[config.mk]
export PLATFORM = sky130hd
export DESIGN_NAME = base64_stream_decoder_unit
export DESIGN_NICKNAME = d
export VERILOG_FILES = /design/src/hdl/b64d_pkg.sv /design/src/hdl/b64d_front.sv /design/src/hdl/b64d_back.sv /design/src/hdl/base64_stream_decoder_unit.sv
export VERILOG_INCLUDE_DIRS = /design/src /design/src/hdl
export SDC_FILE = /design/constraint.sdc
export NUM_CORES = 1
export LEC_CHECK = 0
export BUFFER_PORTS_ARGS = -buffer_cell sky130_fd_sc_hd__buf_4
export CORE_MARGIN = 2
export CORE_UTILIZATION = 60
export DETAILED_ROUTE_END_ITERATION = 10
export PLACE_DENSITY = 0.86
export SLEW_MARGIN = 10
export SYNTH_ARGS = -nofsm -noshare
export SYNTH_HDL_FRONTEND = slang
export SYNTH_HIERARCHICAL = 1
export SYNTH_SLANG_ARGS = --single-unit
[constraint.sdc]
create_clock -name clk -period 4.3 [get_ports clk]
set_clock_uncertainty 0.05 [all_clocks]
set_input_delay 0.215 -clock clk [delete_from_list [all_inputs] [get_ports clk]]
set_output_delay 0.215 -clock clk [all_outputs]
set_load 0.005 [all_outputs]
[src/hdl/base64_stream_decoder_unit_assert.svh]
// Assertion macros shared by the base64 decoder modules.
`ifndef BASE64_STREAM_DECODER_UNIT_ASSERT_SVH
`define BASE64_STREAM_DECODER_UNIT_ASSERT_SVH

// Checks a condition at every clock edge outside reset.
`define B64D_ASSERT(lbl, cond, msg) \
  lbl: assert property (@(posedge clk) disable iff (rst) (cond)) else $error(msg);

// Checks that a condition in one cycle is followed by another in the next.
`define B64D_ASSERT_NEXT(lbl, ante, cons, msg) \
  lbl: assert property (@(posedge clk) disable iff (rst) (ante) |=> (cons)) else $error(msg);

`endif

[src/hdl/b64d_pkg.sv]
// Types, constants and the character classifier of the base64 decoder.
`default_nettype none

package b64d_pkg;

  localparam int CMD_DEPTH = 4;
  localparam int RES_DEPTH = 4;

  localparam logic [1:0] KIND_SKIP   = 2'd0;
  localparam logic [1:0] KIND_SEXTET = 2'd1;
  localparam logic [1:0] KIND_PAD    = 2'd2;
  localparam logic [1:0] KIND_BAD    = 2'd3;

  localparam logic [7:0] CH_UPPER_A = 8'h41;
  localparam logic [7:0] CH_UPPER_Z = 8'h5A;
  localparam logic [7:0] CH_LOWER_A = 8'h61;
  localparam logic [7:0] CH_LOWER_Z = 8'h7A;
  localparam logic [7:0] CH_ZERO    = 8'h30;
  localparam logic [7:0] CH_NINE    = 8'h39;
  localparam logic [7:0] CH_PLUS    = 8'h2B;
  localparam logic [7:0] CH_SLASH   = 8'h2F;
  localparam logic [7:0] CH_EQUAL   = 8'h3D;
  localparam logic [7:0] CH_SPACE   = 8'h20;
  localparam logic [7:0] CH_TAB     = 8'h09;
  localparam logic [7:0] CH_CR      = 8'h0D;

  localparam logic [5:0] SEXTET_LOWER = 6'd26;
  localparam logic [5:0] SEXTET_DIGIT = 6'd52;
  localparam logic [5:0] SEXTET_PLUS  = 6'd62;
  localparam logic [5:0] SEXTET_SLASH = 6'd63;

  typedef struct packed {
    logic [1:0] kind;
    logic [5:0] sextet;
    logic       eos;
  } cmd_t;

  typedef struct packed {
    logic       is_status;
    logic [7:0] byte_value;
    logic       success;
    logic       last;
  } res_t;

  function automatic cmd_t classify(logic [7:0] c, logic nc, logic eos);
    cmd_t cmd;
    logic [7:0] diff;
    cmd.kind   = KIND_BAD;
    cmd.sextet = '0;
    cmd.eos    = eos;
    diff       = '0;
    if (nc || c == CH_SPACE || (c >= CH_TAB && c <= CH_CR)) begin
      cmd.kind = KIND_SKIP;
    end else if (c == CH_EQUAL) begin
      cmd.kind = KIND_PAD;
    end else if (c >= CH_UPPER_A && c <= CH_UPPER_Z) begin
      diff       = c - CH_UPPER_A;
      cmd.kind   = KIND_SEXTET;
      cmd.sextet = diff[5:0];
    end else if (c >= CH_LOWER_A && c <= CH_LOWER_Z) begin
      diff       = c - CH_LOWER_A;
      cmd.kind   = KIND_SEXTET;
      cmd.sextet = diff[5:0] + SEXTET_LOWER;
    end else if (c >= CH_ZERO && c <= CH_NINE) begin
      diff       = c - CH_ZERO;
      cmd.kind   = KIND_SEXTET;
      cmd.sextet = diff[5:0] + SEXTET_DIGIT;
    end else if (c == CH_PLUS) begin
      cmd.kind   = KIND_SEXTET;
      cmd.sextet = SEXTET_PLUS;
    end else if (c == CH_SLASH) begin
      cmd.kind   = KIND_SEXTET;
      cmd.sextet = SEXTET_SLASH;
    end
    return cmd;
  endfunction

endpackage

`default_nettype wire

[src/hdl/b64d_front.sv]
// Front end: classifies each input character and queues it for the back end.
`default_nettype none

module b64d_front #(
  parameter int CMD_DEPTH = b64d_pkg::CMD_DEPTH
) (
  input  wire logic           clk,
  input  wire logic           rst,
  input  wire logic           push,
  output logic                full,
  input  wire logic [7:0]     char_code,
  input  wire logic           no_char,
  input  wire logic           end_of_string,
  output logic                cmd_valid,
  output b64d_pkg::cmd_t      cmd,
  input  wire logic           cmd_pop
);

`include "base64_stream_decoder_unit_assert.svh"

  localparam int AW = $clog2(CMD_DEPTH);
  localparam int CW = $clog2(CMD_DEPTH + 1);

  b64d_pkg::cmd_t slots [CMD_DEPTH];
  logic [AW-1:0]  wr_ptr;
  logic [AW-1:0]  rd_ptr;
  logic [CW-1:0]  count;
  logic           do_push;

  assign full      = (count == CW'(CMD_DEPTH));
  assign do_push   = push && !full;
  assign cmd_valid = (count != '0);
  assign cmd       = slots[rd_ptr];

  always_ff @(posedge clk) begin
    if (do_push) begin
      slots[wr_ptr] <= b64d_pkg::classify(char_code, no_char, end_of_string);
    end
  end

  always_ff @(posedge clk) begin
    if (rst) begin
      wr_ptr <= '0;
      rd_ptr <= '0;
      count  <= '0;
    end else begin
      if (do_push) begin
        wr_ptr <= (wr_ptr == AW'(CMD_DEPTH - 1)) ? '0 : wr_ptr + 1'b1;
      end
      if (cmd_pop) begin
        rd_ptr <= (rd_ptr == AW'(CMD_DEPTH - 1)) ? '0 : rd_ptr + 1'b1;
      end
      case ({do_push, cmd_pop})
        2'b10:   count <= count + 1'b1;
        2'b01:   count <= count - 1'b1;
        default: count <= count;
      endcase
    end
  end

  `B64D_ASSERT(a_cmd_pop_nonempty, !cmd_pop || cmd_valid, "Command popped from an empty queue.")
  `B64D_ASSERT_NEXT(a_cmd_fill, do_push && !cmd_pop, count != '0 && count <= CW'(CMD_DEPTH), "Command queue count went wrong after a push.")

endmodule

`default_nettype wire

[src/hdl/b64d_back.sv]
// Back end: decoding state, byte assembly, status and the result queue.
`default_nettype none

module b64d_back #(
  parameter int RES_DEPTH = b64d_pkg::RES_DEPTH
) (
  input  wire logic           clk,
  input  wire logic           rst,
  input  wire logic           cmd_valid,
  input  wire b64d_pkg::cmd_t cmd,
  output logic                cmd_pop,
  output logic                empty,
  input  wire logic           pop,
  output b64d_pkg::res_t      res
);

`include "base64_stream_decoder_unit_assert.svh"

  localparam int AW = $clog2(RES_DEPTH);
  localparam int CW = $clog2(RES_DEPTH + 1);

  logic [11:0] bit_accumulator, bit_accumulator_next;
  logic [3:0]  pending_bits, pending_bits_next;
  logic [1:0]  pad_count, pad_count_next;
  logic        pad_seen, pad_seen_next;
  logic [1:0]  length_mod_four, length_mod_four_next;
  logic        failed, failed_next;

  b64d_pkg::res_t slots [RES_DEPTH];
  logic [AW-1:0]  wr_ptr, wr_ptr1, wr_ptr2, rd_ptr;
  logic [CW-1:0]  count;
  logic           do_pop;
  logic           emit_byte;
  logic           emit_status;
  logic [1:0]     n_write;
  logic [11:0]    shifted;
  logic [3:0]     sum_bits;
  logic           ok;
  b64d_pkg::res_t byte_res, status_res;

  assign cmd_pop = cmd_valid && (count <= CW'(RES_DEPTH - 2));
  assign empty   = (count == '0);
  assign do_pop  = pop && !empty;
  assign res     = slots[rd_ptr];

  always_comb begin
    bit_accumulator_next = bit_accumulator;
    pending_bits_next    = pending_bits;
    pad_count_next       = pad_count;
    pad_seen_next        = pad_seen;
    length_mod_four_next = length_mod_four;
    failed_next          = failed;
    emit_byte            = 1'b0;
    shifted              = '0;
    sum_bits             = pending_bits + 4'd6;
    if (cmd.kind != b64d_pkg::KIND_SKIP && !failed) begin
      length_mod_four_next = length_mod_four + 1'b1;
      if (cmd.kind == b64d_pkg::KIND_PAD) begin
        pad_seen_next = 1'b1;
        if (pad_count != 2'd3) begin
          pad_count_next = pad_count + 1'b1;
        end
      end else if (pad_seen || cmd.kind == b64d_pkg::KIND_BAD) begin
        failed_next = 1'b1;
      end else begin
        bit_accumulator_next = {bit_accumulator[5:0], cmd.sextet};
        pending_bits_next    = sum_bits;
        if (sum_bits >= 4'd8) begin
          emit_byte         = 1'b1;
          pending_bits_next = sum_bits - 4'd8;
          shifted           = bit_accumulator_next >> pending_bits_next;
        end
      end
    end
    ok          = !failed_next && pad_count_next != 2'd3 && length_mod_four_next != 2'd1;
    emit_status = cmd.eos;

    byte_res.is_status  = 1'b0;
    byte_res.byte_value = shifted[7:0];
    byte_res.success    = 1'b0;
    byte_res.last       = 1'b0;

    status_res.is_status  = 1'b1;
    status_res.byte_value = '0;
    status_res.success    = ok;
    status_res.last       = 1'b1;

    n_write = {1'b0, emit_byte} + {1'b0, emit_status};
    wr_ptr1 = (wr_ptr == AW'(RES_DEPTH - 1)) ? '0 : wr_ptr + 1'b1;
    wr_ptr2 = (wr_ptr1 == AW'(RES_DEPTH - 1)) ? '0 : wr_ptr1 + 1'b1;
  end

  always_ff @(posedge clk) begin
    if (cmd_pop) begin
      if (emit_byte) begin
        slots[wr_ptr] <= byte_res;
        if (emit_status) begin
          slots[wr_ptr1] <= status_res;
        end
      end else if (emit_status) begin
        slots[wr_ptr] <= status_res;
      end
    end
  end

  always_ff @(posedge clk) begin
    if (rst) begin
      bit_accumulator <= '0;
      pending_bits    <= '0;
      pad_count       <= '0;
      pad_seen        <= 1'b0;
      length_mod_four <= '0;
      failed          <= 1'b0;
      wr_ptr          <= '0;
      rd_ptr          <= '0;
      count           <= '0;
    end else begin
      if (cmd_pop) begin
        if (cmd.eos) begin
          bit_accumulator <= '0;
          pending_bits    <= '0;
          pad_count       <= '0;
          pad_seen        <= 1'b0;
          length_mod_four <= '0;
          failed          <= 1'b0;
        end else begin
          bit_accumulator <= bit_accumulator_next;
          pending_bits    <= pending_bits_next;
          pad_count       <= pad_count_next;
          pad_seen        <= pad_seen_next;
          length_mod_four <= length_mod_four_next;
          failed          <= failed_next;
        end
        case (n_write)
          2'd1:    wr_ptr <= wr_ptr1;
          2'd2:    wr_ptr <= wr_ptr2;
          default: wr_ptr <= wr_ptr;
        endcase
      end
      if (do_pop) begin
        rd_ptr <= (rd_ptr == AW'(RES_DEPTH - 1)) ? '0 : rd_ptr + 1'b1;
      end
      count <= count + (cmd_pop ? CW'(n_write) : CW'(0)) - CW'(do_pop);
    end
  end

  `B64D_ASSERT(a_res_count_bound, count <= CW'(RES_DEPTH), "Result queue overflow.")
  `B64D_ASSERT(a_pending_even,
    !pending_bits[0] && pending_bits <= 4'd6, "Pending bit count out of range.")
  `B64D_ASSERT_NEXT(a_eos_clears, cmd_pop && cmd.eos,
    pending_bits == '0 && length_mod_four == '0 && !failed && !pad_seen,
    "State not cleared after end of string.")

endmodule

`default_nettype wire

[src/hdl/base64_stream_decoder_unit.sv]
// Top level of the streaming base64 decoder.
// Takes one character word per clock while full is low and decodes it on the
// fly. A pushed item enters a short command queue after its character has been
// classified; the back end takes one command per clock while the result queue
// has room for two results and writes zero, one or two result words (a data
// byte, then the status on the last item of a string) into the result queue.
// The first result of an item is registered in the command queue and then in
// the result queue before it shows on the result ports and can be popped. Input
// is sustained at one character per clock as long as results are popped; the
// pop side moves one result per clock, so an item that yields both a byte and a
// status needs a pop for each. Bytes are emitted as soon as they are complete
// and must be discarded by the user when the closing status reports failure.
`default_nettype none

module base64_stream_decoder_unit #(
  parameter int CMD_DEPTH = b64d_pkg::CMD_DEPTH,
  parameter int RES_DEPTH = b64d_pkg::RES_DEPTH
) (
  input  wire logic       clk,
  input  wire logic       rst,
  input  wire logic       push,
  output logic            full,
  input  wire logic [7:0] char_code,
  input  wire logic       no_char,
  input  wire logic       end_of_string,
  output logic            empty,
  input  wire logic       pop,
  output logic            is_status,
  output logic [7:0]      byte_value,
  output logic            success,
  output logic            last
);

  logic           cmd_valid;
  logic           cmd_pop;
  b64d_pkg::cmd_t cmd;
  b64d_pkg::res_t res;

  b64d_front #(
    .CMD_DEPTH(CMD_DEPTH)
  ) u_front (
    .clk          (clk),
    .rst          (rst),
    .push         (push),
    .full         (full),
    .char_code    (char_code),
    .no_char      (no_char),
    .end_of_string(end_of_string),
    .cmd_valid    (cmd_valid),
    .cmd          (cmd),
    .cmd_pop      (cmd_pop)
  );

  b64d_back #(
    .RES_DEPTH(RES_DEPTH)
  ) u_back (
    .clk      (clk),
    .rst      (rst),
    .cmd_valid(cmd_valid),
    .cmd      (cmd),
    .cmd_pop  (cmd_pop),
    .empty    (empty),
    .pop      (pop),
    .res      (res)
  );

  assign is_status  = res.is_status;
  assign byte_value = res.byte_value;
  assign success    = res.success;
  assign last       = res.last;

endmodule

`default_nettype wire
# Word-level counts from Yosys, hierarchy flattened
# Memories as Yosys holds them, arrays and structs flattened. A register that Yosys moved wholly into a read port is not among the register bits.
# Cells that the tools add are included.
op_classes:
  n_addsub: 19
  n_lt_le_gt_ge: 10
  n_eq_ne: 21
  shift: 1
  muxes: 66
  n_bitwise: 1
  n_reduce_logical: 27
ops:
  columns: ["op", "n"]
  rows:
  - ["two-way mux 8 bit", 9]
  - ["two-way mux 6 bit", 7]
  - ["two-way mux 2 bit", 19]
  - ["== test 8 x 6 -> 1 bit, second input constant", 4]
  - ["two-way mux 1 bit", 23]
  - ["two-way mux 4 bit", 5]
  - ["== test 2 bit, second input constant", 9]
  - [">= comparator 8 x 7 -> 1 bit, second input constant", 2]
  - ["<= comparator 8 x 7 -> 1 bit, second input constant", 2]
  - ["adder 2 x 1 -> 2 bit, second input constant", 7]
  - [">> shifter 12 x 4 -> 8 bit", 1]
  - ["subtractor 6 bit, second input constant", 2]
  - ["two-way mux 11 bit", 1]
  - ["logical AND 1 bit", 10]
  - ["nonzero test 2 bit", 5]
  - [">= comparator 8 x 4 -> 1 bit, second input constant", 1]
  - [">= comparator 8 x 6 -> 1 bit, second input constant", 1]
  - ["<= comparator 8 x 4 -> 1 bit, second input constant", 1]
  - ["<= comparator 8 x 6 -> 1 bit, second input constant", 1]
  - ["adder 6 x 5 -> 6 bit, second input constant", 1]
  - ["adder 6 bit, second input constant", 1]
  - ["!= test 2 x 1 -> 1 bit, second input constant", 3]
  - ["one-hot mux 3 bit (2 select lines)", 1]
  - ["subtractor 6 x 1 -> 6 bit, second input constant", 1]
  - ["other kinds (21)", 28]
word_totals:
  reg_bits: 30
  ram_bits: 80
  output_inout_bits: 13
  memories: 2
memory_table:
  columns: ["memory", "depth", "word_bits", "rd", "rd_ports_with_merged_regs", "wr", "line", "text"]
  rows:
  - ["u_back.slots", 4, 11, 1, 1, 2, "b64d_back.sv:29", "b64d_pkg::res_t slots [RES_DEPTH];"]
  - ["u_front.slots", 4, 9, 1, 1, 1, "b64d_front.sv:24", "b64d_pkg::cmd_t slots [CMD_DEPTH];"]

# Depth between registers and ports, before layout
# Gate-level depths: netlist (run 1).
depth:
  word_depth: 10
  ltp_mapped: 13

# Cells and area by module
# The synthesis (run 1) kept the hierarchy.
modules_own_cells:
  columns: ["module", "n_inst", "cells_each", "area_each_um2", "seq_area_each_um2"]
  rows:
  - ["b64d_back", 1, 307, 3293.2, 1321.3]
  - ["b64d_front", 1, 179, 2324.7, 1261.2]

# Least setup slack after synthesis (run 1)
# OpenSTA, ideal clock, no wires.
synth_timing:
  path_kind: "reg2reg"
  from: "register (tool-made name)"
  to: "register u_back.count[2]"
  setup_time_ps: 128
  arrival_time_ps: 3300
  t_required_ps: 4122
  slack_ps: 823
  stages_incl_launch_ff: 14
  path_cell_list: "dfxtp_1 -> buf_2 -> mux4_2 -> nor4b_4 -> and2_0 -> inv_1 -> ha_1 -> nand2_1 -> ha_1 -> inv_1 -> ha_1 -> fa_1 -> xnor2_1 -> nor2_1"
synth_lines:
  columns: ["item", "line", "text"]
  rows:
  - ["end signal: assignment", "b64d_back.sv:143", "count <= count + (cmd_pop ? CW'(n_write) : CW'(0)) - CW'(do_pop);"]
  - ["end: declaration", "b64d_back.sv:31", "logic [CW-1:0] count;"]

# Worst setup path in the final report (run 1)
layout_timing:
  from: "register u_back.pending_bits[1]"
  to: "register u_back.count[2]"
layout_via:
  elab_chain_len: 10
layout_lines:
  columns: ["item", "line", "text"]
  rows:
  - ["start: declaration", "b64d_back.sv:23", "logic [3:0] pending_bits, pending_bits_next;"]
  - ["start signal: assignment", "b64d_back.sv:128", "pending_bits <= pending_bits_next;"]
  - ["adder 4 x 3 -> 4 bit", "b64d_back.sv:55", "sum_bits = pending_bits + 4'd6;"]
  - [">= comparator 4 bit", "b64d_back.sv:68", "if (sum_bits >= 4'd8) begin"]
  - ["two-way mux 1 bit", "b64d_back.sv:68", null]
  - ["two-way mux 1 bit", "b64d_back.sv:63", "end else if (pad_seen || cmd.kind == b64d_pkg::KIND_BAD) begin"]
  - ["two-way mux 1 bit", "b64d_back.sv:58", "if (cmd.kind == b64d_pkg::KIND_PAD) begin"]
  - ["two-way mux 1 bit", "b64d_back.sv:56", "if (cmd.kind != b64d_pkg::KIND_SKIP && !failed) begin"]
  - ["adder 1 x 1 -> 2 bit", "b64d_back.sv:88", "n_write = {1'b0, emit_byte} + {1'b0, emit_status};"]
  - ["two-way mux 2 bit", "b64d_back.sv:143", null]
  - ["adder 3 bit", "b64d_back.sv:143", null]
  - ["subtractor 3 x 1 -> 3 bit", "b64d_back.sv:143", null]
# Every way passes these cells.
# A chain may end at the register's enable or synchronous reset.

==> flow_summary.toml, run 1 <==
[status]
status = "finished clean"

[synth]
synth-xor-area-share = 0.02316
synth_cell_types = 69
netlist_instances = 486
syn_area_mm2 = 0.005618
ys_seq_elements = 109
synthMuxAreaShare = 0.09443
seq_area_frac_synth = 0.4597
yosysWarnings = 6
synth-simple-area-share = 0.1256
synth_edf_count = 40
synth_flop_cell = "dfxtp_1"
synth-compound-area-share = 0.1742
syn_area_per_cell_um2 = 11.56
synth_adder_area_share = 0.07171
synth_top_family_by_area = "compound AO/OA/AOI/OAI gates"
synthesis.nets = 531
synthArstFlopShare = 0

[clocking]
cts.path.max_buffers = 2
cts_buffers = 9
cts_root_buf = "clkbuf_8"
clkLatencyLatePin_ns = 0.38
clkTransAtPathRegs_ns = 0.11
cts_tree = "done"
cts.sinks = 109
post-cts-setup-buffers = 0
cts_max_level = 3

[layout]
final_util = 0.6576
final_common_cell = "dfxtp_1"
fillCellCount = 692
final_nets = 545
drive_above_1_share = 0.1822
final_cell_mix = "dfxtp_1 (69), edfxtp_1 (40), inv_1 (37), a32o_1 (32), ha_1 (29)"
final-seq-area_mm2 = 0.002582
area_growth_pct = 7.127
multi_input_area_mm2 = 0.002748
fin_area_mm2 = 0.006018
diodes = 0
post_layout_nonfiller_instances = 616

[worst_setup_path]
cp.required_ns = 4.52
r2r_setup_slack_ns = 0.59
worstSetupStartpointType = "flop"
path_cells = "clkinv_1 > ha_1 > xnor2_2 > and2_0 > inv_1 > ha_1 > nand2_1 > ha_1 > inv_1 > ha_1 > fa_1 > xnor2_1 > nor2_1"
criticalPathCategory = "flop to flop"
slowest_stage = "dfxtp_1"
timing.rr.start = "u_back/pending_bits[1]"
worstPathArrival_ns = 3.93
critPathMaxStageDelay_ns = 0.60
cp_common_cell = "ha_1"
timing.rr.end = "u_back/count[2]"
cp_max_fo = 12
reg2regPathDepth = 13
cp-startpoint = "u_back/pending_bits[1]"
worst_setup_path_end_kind = "flop"

[global_route]
grt_max_degree = 30
grt_first_pass_wirelength_um = 18310
grt.total_usage = 0.2285
grt-ovfl-total = 0
antenna_found_initial = 0
grt_pass1_vias = 3813

[drt]
drt-initial-drc-count = 191
wl_per_cell_um = 17.91
first_pass_iters = 5
remaining_drc_errors = 0
vias_per_cell = 6.359
num_vias = 3917
wl_um = 11030
route.antenna.remaining_nets = 0

[timing]
setup_violations = 0
hold_viol = 0
max_freq_mhz = 269.2
whs_ns = 0.1554
worst_pin_slew_ns = 0.6403
fin_crit_ns = 3.715
slew_headroom = 0.5731
period_share = 0.8639
fin_tns_setup_ns = 0
drv_slew = 0
rsz0062_at_grt = "no"

[hold_path]
hold_start = "rst"
hold_depth = 2
hp-class = "input pin to flop"
whs_endpoint = "u_back/pending_bits[2]"

[floorplan]
core-area_mm2 = 0.009153
die_h_um = 100.8
start_util = 0.6138
row_count = 35
die_w_um = 100.8
dieArea_mm2 = 0.01015
ios = 27

[placement]
place_hpwl_um = 7810
io_buffers = 26
routabilityCongestion = 0.8918
placed_cell_area_mm2 = 0.005826
dp_cells = 599

[pwr]
ir_worst_vdd_uv = 285.8
powerDensity_mw_per_mm2 = 540.8
static-leakage-power_nw = 2.226

[flow_run]
cap_violations = 0
[layer usage]
layer  wire, µm  up-vias  track usage
met5          0        -            0
met4        165        0      0.08851
li1           -     1870            -
met2       5569      111       0.3805
met1       4823     1915       0.2945
met3        474       21      0.04577
[stage by stage]
stage	setup WS, ns	power [mW]
after global routing	0.3349	3.468
after floorplan	0.8230	2.384
after detailed placement	0.6476	2.674
final	0.5852	3.255
after global placement	0.7852	2.619
after CTS	0.6156	3.260
[cells in the mapped netlist, drive strengths merged, types with 3 or more instances]
cell type | number | area (µm²)
or3 | 4 | 25.02
and2 | 10 | 62.56
mux4 | 19 | 427.9
a221oi | 4 | 35.03
a211oi | 10 | 105.1
a22oi | 10 | 75.07
clkbuf | 11 | 47.55
nand2b | 5 | 38.78
nand3 | 14 | 90.09
o211ai | 5 | 37.54
ha | 29 | 362.9
a31oi | 4 | 25.02
nor2 | 27 | 101.4
a21oi | 29 | 171.4
nor2b | 7 | 43.79
buf | 15 | 93.84
a32o | 32 | 320.3
o21ai | 9 | 45.04
edfxtp | 40 | 1201
nor3 | 8 | 40.04
xor2 | 7 | 61.31
mux2i | 8 | 80.08
nand4 | 6 | 37.54
dfxtp | 69 | 1381
xnor2 | 7 | 68.82
a21o | 3 | 23.77
a41o | 4 | 40.04
nand2 | 14 | 52.55
inv | 38 | 142.6
and3 | 8 | 55.05
[critical path: cells and delay by family, from the launching register on]
| kind | cells | cell delay (ns) |
|---|---|---|
| buf+inv | 3 | 0.49 |
| fa+ha+maj | 5 | 1.44 |
| xor+xnor | 2 | 0.57 |
| simple gates | 3 | 0.45 |
| flops | 1 | 0.60 |
[sequential cells by signal, indices dropped and copies added (netlist names), 3 cells and up, named ones only]
register	flops
u_back/bit_accumulator	6
u_back/count	3
u_back/pending_bits	3
u_back/slots	40
u_front/count	3
u_front/slots	36
[final cells by class]
cell class / count / area share
multi-input combinational: 312 / 0.4565
inverter: 39 / 0.02432
clock inverter: 7 / 0.009771
clock buffer: 9 / 0.02058
tap: 111 / 0.02308
timing repair buffer: 29 / 0.03659
sequential: 109 / 0.4291
[kinds of logic after synthesis]
logic type,Yosys count
compound gates,119
mux,29
simple gates,119
xor+xnor,14
fa+ha+maj,31
buf+inv,65
flops,109
[worst max-delay path by stage]
stage | endpoint | slack [ns] | depth (start not counted)
final | u_back/count[2] | 0.59 | 13
after CTS | u_back/count[2] | 0.62 | 13
after global placement | u_back/count[2] | 0.79 | 13
after floorplan | u_back/count[2] | 0.82 | 13
after global routing | u_back/count[2] | 0.33 | 13
after detailed placement | u_back/count[2] | 0.65 | 13
[report_power, final]
part           total [mW]  internal (mW)  leakage (nW)  switching [mW]
clock               0.586          0.220        0.0921           0.366
combinational        1.34          0.510          1.20           0.833
sequential           1.33           1.21         0.932           0.121
total                3.25           1.94          2.23            1.32
[what timing repair did]
item | CTS | global route
hold buffers | 1 | 0
gates resized for setup | 0 | 0
hold endpoints to repair | 4 | 0
setup endpoints to repair | 0 | 0
(Power assumes the default switching activity.)
==> inputs of run 2 (changes only) <==
- CORE_ASPECT_RATIO: default -> 2
==> flow_summary.toml, run 2 (synthesis gave the netlist of run 1 again) <==
[layout]
drive_above_1_share = 0.1825
largest_reg_flops = 40
diodes = 0
final_nets = 544
fillCellCount = 677
final_cell_mix = "dfxtp_1 (69), edfxtp_1 (40), inv_1 (37), a32o_1 (32), ha_1 (29)"
final_common_cell = "dfxtp_1"
largest_register = "u_back/slots"
post_layout_nonfiller_instances = 608
area_growth_pct = 8.708
fin_area_mm2 = 0.006107
top_regs = "u_back/slots x40, u_front/slots x36, u_back/bit_accumulator x6"

[worst_setup_path]
worstPathArrival_ns = 3.91
r2r_setup_slack_ns = 0.57
criticalPathCategory = "flop to flop"
worstSetupStartpointType = "flop"
cp_max_fo = 12
worst_setup_path_end_kind = "flop"
timing.rr.start = "u_back/pending_bits[1]"
reg2regPathDepth = 13
timing.rr.end = "u_back/count[2]"
cp.required_ns = 4.48

[pwr]
powerDensity_mw_per_mm2 = 569.4
ir_worst_vdd_uv = 291.1
static-leakage-power_nw = 2.275
p_total_mw = 3.477

[clocking]
clkLatencyLatePin_ns = 0.35
post-cts-setup-buffers = 0
cts.sinks = 109
cts_buffers = 9
cts_max_level = 3
clkTransAtPathRegs_ns = 0.07
cts_resized = 0
postCtsHoldBufs = 0
cts_root_buf = "clkbuf_16"
cts_tree = "done"
cts.path.max_buffers = 2

[placement]
routabilityCongestion = 0.9131
pre_cts_slack_ns = 0.6696
place_hpwl_um = 8684
dp_cells = 592
io_buffers = 26
placed_cell_area_mm2 = 0.005817

[floorplan]
row_count = 50
start_util = 0.6068
dieArea_mm2 = 0.01020
die_w_um = 72.42
core-area_mm2 = 0.009259
ios = 27
die_h_um = 140.8

[global_route]
grt-ovfl-total = 0
grt_first_pass_wirelength_um = 18610
grt_busiest_layer = "met2"
grt.total_usage = 0.2338
use_met3 = 0.03002
use_met1 = 0.2151
grt_max_degree = 30
globalRouteMet2Util = 0.4626
grt_pass1_vias = 4028
antenna_found_initial = 0

[timing]
setup_violations = 0
period_share = 0.8664
fin_ws_ns = 0.5746
fin_crit_ns = 3.725
rsz0062_at_grt = "no"
slew_headroom = 0.5434
worst_pin_slew_ns = 0.6754
fin_tns_setup_ns = 0
max_freq_mhz = 268.4
hold_viol = 0
drv_slew = 0

[drt]
wl_um = 11340
first_pass_iters = 5
route.antenna.remaining_nets = 0
vias_per_cell = 6.543
drt-initial-drc-count = 276
wl_per_cell_um = 18.65
num_vias = 3978
remaining_drc_errors = 0

[hold_path]
hold_start = "end_of_string"
whs_endpoint = "u_front/slots[0][0]"
hold_depth = 1
hp-class = "input pin to flop"

[status]
status = "finished clean"

[flow_run]
cap_violations = 0
-- run 2: changes by cell type in the layout (fill, tap and decap cells not counted) --
cell,previous run,this run
clkbuf_8,9,1
clkinvlp_4,1,0
dlygate4sd3_1,1,0
clkbuf_16,0,9
-- run 2: how the worst max path moves through the flow --
stage / start / endpoint / slack (ns) / cells past startpoint
floorplan: flop / u_back/count[2] / 0.82 / 13
global placement: u_back/pending_bits[1] / u_back/count[2] / 0.76 / 13
detailed placement: u_back/pending_bits[1] / u_back/count[2] / 0.67 / 13
CTS: u_back/pending_bits[1] / u_back/count[2] / 0.64 / 13
global route: u_back/pending_bits[1] / u_back/count[2] / 0.39 / 13
finish: u_back/pending_bits[1] / u_back/count[2] / 0.57 / 13
-- run 2: layout make-up --
class                           instances  area (µm²)  area share
Clock inverter                          6       51.30    0.008400
Inverter                               39       146.4     0.02397
Multi-Input combinational cell        312        2748      0.4499
Clock buffer                           10       239.0     0.03913
Timing Repair Buffer                   28       210.2     0.03442
Sequential cell                       109        2582      0.4229
Tap cell                              104       130.1     0.02131
-- run 2: metal layers --
layer  up-vias  part of all wire
met1      1959              0.33
met3        32             0.030
met2       119              0.60
met4         0             0.036
li1       1868                 -
met5         -                 0
-- run 2: report_power, final --
part	total (mW)	switching (mW)	internal [mW]
Clock	0.794	0.376	0.418
Sequential	1.33	0.125	1.21
Combinational	1.35	0.842	0.511
-- run 2: stage by stage --
stage,utilization,hold slack [ns]
CTS,0.6596,0.01229
detailed placement,0.6282,0.3736
floorplan,-,0.2341
global route,0.6596,0.01673
finish,0.6596,0.01736
global placement,0.6282,0.3698
-- run 2: critical path: stages, from the launching register on --
cell and delay (ns):
dfxtp_1 0.58, clkinv_1 0.34, ha_1 0.32, xnor2_2 0.38, and2_0 0.36, inv_1 0.13, ha_1 0.30, nand2_1 0.05
ha_1 0.28, inv_1 0.03, ha_1 0.18, fa_1 0.37, xnor2_1 0.16, nor2_1 0.05
